`src/rtl/pse_pkg.sv`:
```
// Package for the postfix stack evaluator: item types, command and status codes,
// back-end state encoding and sizing constants. No dependencies.
package pse_pkg;

    localparam int STACK_ENTRIES_DEF = 128;
    localparam int WORD_W            = 32;
    localparam int CMD_QUEUE_DEPTH   = 2;

    localparam logic [7:0] SYM_ZERO = 8'h30;
    localparam logic [7:0] SYM_NINE = 8'h39;
    localparam logic [7:0] SYM_ADD  = 8'h2b;
    localparam logic [7:0] SYM_SUB  = 8'h2d;
    localparam logic [7:0] SYM_MUL  = 8'h2a;
    localparam logic [7:0] SYM_DIV  = 8'h2f;

    typedef struct packed {
        logic [7:0] symbol;
        logic       end_of_expr;
    } t_in_item;

    typedef struct packed {
        logic signed [31:0] value;
        logic [2:0]         status;
    } t_out_item;

    typedef enum logic [2:0] {
        STAT_OK        = 3'd0,
        STAT_OVERFLOW  = 3'd1,
        STAT_UNDERFLOW = 3'd2,
        STAT_DIVZERO   = 3'd3,
        STAT_INVALID   = 3'd4,
        STAT_DEPTH     = 3'd5
    } t_status;

    typedef enum logic [2:0] {
        KIND_DIGIT,
        KIND_ADD,
        KIND_SUB,
        KIND_MUL,
        KIND_DIV,
        KIND_BAD,
        KIND_END
    } t_kind;

    typedef struct packed {
        t_kind      kind;
        logic [3:0] digit;
    } t_cmd;

    typedef enum logic [1:0] {
        ST_IDLE,
        ST_READ,
        ST_EXEC,
        ST_DIVW
    } t_state;

endpackage

```
`src/rtl/pse_front.sv`:
```
// Front end: accepts input items, decodes them into commands and holds them
// in a short queue for the back end. Depends on pse_pkg.
module pse_front (
    input  logic              i_clk,
    input  logic              i_rst_n,
    input  logic              i_push,
    output logic              o_full,
    input  pse_pkg::t_in_item i_item,
    output logic              o_cmd_valid,
    output pse_pkg::t_cmd     o_cmd,
    input  logic              i_cmd_pop
);
    import pse_pkg::*;

    localparam int PW = $clog2(CMD_QUEUE_DEPTH);
    localparam int CW = $clog2(CMD_QUEUE_DEPTH + 1);

    t_cmd          r_queue [CMD_QUEUE_DEPTH];
    logic [PW-1:0] r_wr_ptr;
    logic [PW-1:0] r_rd_ptr;
    logic [CW-1:0] r_count;
    t_cmd          dec_cmd;
    logic          push_ok;
    logic          pop_ok;

    always_comb begin
        dec_cmd.digit = 4'(i_item.symbol - SYM_ZERO);
        if (i_item.end_of_expr) begin
            dec_cmd.kind = KIND_END;
        end else begin
            unique case (i_item.symbol) inside
                [SYM_ZERO:SYM_NINE]: dec_cmd.kind = KIND_DIGIT;
                SYM_ADD:             dec_cmd.kind = KIND_ADD;
                SYM_SUB:             dec_cmd.kind = KIND_SUB;
                SYM_MUL:             dec_cmd.kind = KIND_MUL;
                SYM_DIV:             dec_cmd.kind = KIND_DIV;
                default:             dec_cmd.kind = KIND_BAD;
            endcase
        end
    end

    assign o_full      = (r_count == CW'(CMD_QUEUE_DEPTH));
    assign o_cmd_valid = (r_count != '0);
    assign o_cmd       = r_queue[r_rd_ptr];
    assign push_ok     = i_push && !o_full;
    assign pop_ok      = i_cmd_pop && o_cmd_valid;

    always_ff @(posedge i_clk) begin
        if (push_ok) begin
            r_queue[r_wr_ptr] <= dec_cmd;
        end
    end

    always_ff @(posedge i_clk) begin
        if (!i_rst_n) begin
            r_wr_ptr <= '0;
            r_rd_ptr <= '0;
            r_count  <= '0;
        end else begin
            if (push_ok) begin
                r_wr_ptr <= (r_wr_ptr == PW'(CMD_QUEUE_DEPTH - 1)) ? '0 : r_wr_ptr + 1'b1;
            end
            if (pop_ok) begin
                r_rd_ptr <= (r_rd_ptr == PW'(CMD_QUEUE_DEPTH - 1)) ? '0 : r_rd_ptr + 1'b1;
            end
            if (push_ok && !pop_ok) begin
                r_count <= r_count + 1'b1;
            end else if (pop_ok && !push_ok) begin
                r_count <= r_count - 1'b1;
            end
        end
    end

endmodule

```
`config.mk`:
```
export PLATFORM = sky130hd
export DESIGN_NAME = pse_front
export DESIGN_NICKNAME = d
export VERILOG_FILES = /design/src/rtl/pse_pkg.sv /design/src/rtl/pse_front.sv
export SDC_FILE = /design/constraint.sdc
export NUM_CORES = 1
export LEC_CHECK = 0
export BUFFER_PORTS_ARGS = -buffer_cell sky130_fd_sc_hd__buf_4
export CORE_AREA = 4 4 47 49
export DETAILED_ROUTE_END_ITERATION = 10
export DIE_AREA = 0 0 51 53
export GPL_TIMING_DRIVEN = 0
export PLACE_DENSITY_LB_ADDON = 0.3
export SKIP_CTS_REPAIR_TIMING = 1
export SLEW_MARGIN = 20
export SYNTH_ARGS = -nofsm -noshare
export SYNTH_HDL_FRONTEND = slang
export SYNTH_SLANG_ARGS = --single-unit
```
`constraint.sdc`:
```
create_clock -name i_clk -period 1.8 [get_ports i_clk]
set_input_delay 0.09 -clock i_clk [delete_from_list [all_inputs] [get_ports i_clk]]
set_output_delay 0.09 -clock i_clk [all_outputs]
set_load 0.01 [all_outputs]
```
==> results.sh <==
export IMPL_num_rows=16
export IMPL_cts_buffer_depth=2
export IMPL_skew_ns=0.00783
export IMPL_timing_fmax_mhz=625
export IMPL_ys_warn_count=0
export IMPL_gr_usage_all_layers_pct=12.3
export IMPL_drive_above_1_share_pct=39.8
export IMPL_drc=0
export IMPL_antenna_found_initial=0
export IMPL_portBuffers=21
export IMPL_synth_distinct_cells=26
export IMPL_grt_overflow=0
export IMPL_ys_top_cells_by_count="14 x edfxtp_1, 7 x mux2_2, 5 x dfxtp_1"
export IMPL_post_route_min_period_ns=1.60
export IMPL_routed_wl_um=1390
export IMPL_critPathLaunchType="flop"
export IMPL_htreeDepth=1
export IMPL_top_layer_used="met4"
export IMPL_hpwl_um=1110
export IMPL_wire_per_inst_um=12.1
export IMPL_start_util_pct=44.9
export IMPL_io_pins=22
export IMPL_setup_viol=0
export IMPL_finalSetupTns_ns=0
export IMPL_dp_slack_ns=0.215
export IMPL_finalCritPeriodShare_pct=88.9
export IMPL_cts_tree="built"
export IMPL_grt_pass1_wl_um=2400
export IMPL_worst_ep_required_time_ns=2.03
export IMPL_worst_pin_slew_ns=0.604
export IMPL_cts_reportedPaths_clkPinSlew_ns=0.11
export IMPL_syn2layout_area_growth_pct=26.2
export IMPL_synth_most_common_cell="edfxtp_1"
export IMPL_critical_path_buf_inv_count=1
export IMPL_crit_fanout=5
export IMPL_cts_sink_count=19
export IMPL_grt_start_max_net_pins=12
export IMPL_cpPeakStageDelay_ns=0.37
export IMPL_maxSlewViolCount=0
export IMPL_core_um2=1860
export IMPL_netlist_area_leader_share_pct=50.3
export IMPL_met3_wirelength_um=72
export IMPL_end_kind="flop"
export IMPL_synthFlopType="edfxtp_1"
export IMPL_synth_cells=63
export IMPL_hold_class="input pin to flop"
export IMPL_syn_num_nets=77
export IMPL_routed_wl_met2_um=739
export IMPL_grt_pass1_vias=574
export IMPL_yosys_top_cells_area="edfxtp_1 50%, dfxtp_1 12%, mux2_2 9.4%"
export IMPL_die_area_um2=2700
export IMPL_p_leak_nw=0.430
export IMPL_numCtsBuffers=3
export IMPL_die_w_um=51
export IMPL_synth_edf_count=14
export IMPL_slowest_stage="dfxtp_1"
export IMPL_synthesis_area_um2=836
export IMPL_ys_seq_area_share_pct=62.3
export IMPL_rsz0062_at_grt="false"
export IMPL_cts_root_buf="clkbuf_4"
export IMPL_synth_seq_cells=19
export IMPL_synth_avg_cell_area_um2=13.3
export IMPL_critPathKind="flop to flop"
export IMPL_drt_antenna_violating_nets=0
export IMPL_power_density_nw_per_um2=1190
export IMPL_max_cap_violations=0
export IMPL_irDropWorstVdd_uv=596
export IMPL_drtIter0Drc=10
export IMPL_vias=562
export IMPL_ys_async_sr_fraction_pct=0
export IMPL_fin_ws_ns=0.200
export IMPL_max_slew_margin_pct=59.5
export IMPL_wl_met1_um=567
export IMPL_final_nets=103
export IMPL_vias_per_cell=4.89
export IMPL_die_h_um=53
export IMPL_yosysTopAreaCell="edfxtp_1"
export IMPL_clk_latency_ns=0.29
export IMPL_cp_data_arrival_time_ns=1.83
export IMPL_cp_top_family="simple AND/OR/NAND/NOR gates"
export IMPL_timing_final_hold_violations=0
export IMPL_antenna_diode_count=0
export IMPL_outcome="finished clean"
export IMPL_gp_congestion=0.661
export IMPL_first_pass_iters=4
export IMPL_path_cells="nand2b_1 -> inv_1 -> nor2_1 -> ha_1 -> or3_1 -> a21oi_1"
-- final cells by class --
type                    count  area (µm²)
clock buffers               3        22.5
fillers                   163         807
plain buffers               1        5.00
clock inverters             1        5.00
repair buffers             21         158
multi-input cells          39         295
inverters                   4        15.0
well taps                  27        33.8
flip-flops and latches     19         520
-- layout by cell type (no fill, tap or decap) --
master     netlist  layout
buf_4            0      21
edfxtp_1        14      14
mux2_2           7       7
dfxtp_1          5       5
inv_1            4       4
nor2_1           4       4
o21ai_0          4       4
nand2b_1         3       3
xor2_1           3       3
clkbuf_4         0       3
a31oi_1          2       2
buf_2            1       1
nand2_1          1       1
or3b_1           1       1
nor3b_1          1       1
a41o_1           1       1
mux2i_1          1       1
o2bb2ai_1        1       1
and3b_1          1       1
or2_2            1       1
and3_1           1       1
nand3_1          1       1
nor3_2           1       1
a21boi_0         1       1
o21a_1           1       1
or3_1            1       1
a21oi_1          1       1
ha_1             1       1
clkinv_2         0       1
-- metal layers --
metal  up-vias  track usage [%]
met2        12             20.4
met3         2             3.10
met5         -                0
li1        280                -
met4         0             8.07
met1       268             14.1
-- final timing paths --
path,endpoint,start,cells past startpoint,slack (ns)
hold / removal,r_wr_ptr,i_rst_n,2,0.006
setup / recovery,r_count[1],r_count[0],6,0.20
setup reg to reg,r_count[1],r_count[0],6,0.20
hold reg to reg,flop,r_rd_ptr,2,0.52
-- kinds of logic after synthesis --
| family | synth area share [%] |
|---|---|
| and+or+nand+nor | 11.5 |
| adders and majority gates | 1.50 |
| muxes | 10.6 |
| AOI/OAI and AO/OA | 8.53 |
| buffers and inverters | 2.39 |
| xor gates and xnor gates | 3.14 |
| DFF | 62.3 |
-- metrics by stage --
stage	std cells	utilization [%]	hold WS (ns)	power (mW)	area, µm²
after floorplan	63	-	0.189	0.878	836
after global placement	111	55.2	0.304	1.05	1030
after detailed placement	111	55.2	0.309	1.07	1030
final	115	56.7	0.00606	1.26	1050
after global routing	115	56.7	0.00159	1.35	1050
after CTS	115	56.7	-0.00316	1.27	1050
-- registers in the layout, summed over array words and instances (netlist names), named ones only --
register	cells
r_count	2
r_wr_ptr	1
r_rd_ptr	1
r_queue	14
-- where the power goes --
part	internal, mW	switching, mW
Clock	0.0826	0.128
Sequential	0.556	0.0369
Combinational	0.236	0.216
Total	0.875	0.381
(Power assumes the default switching activity.)
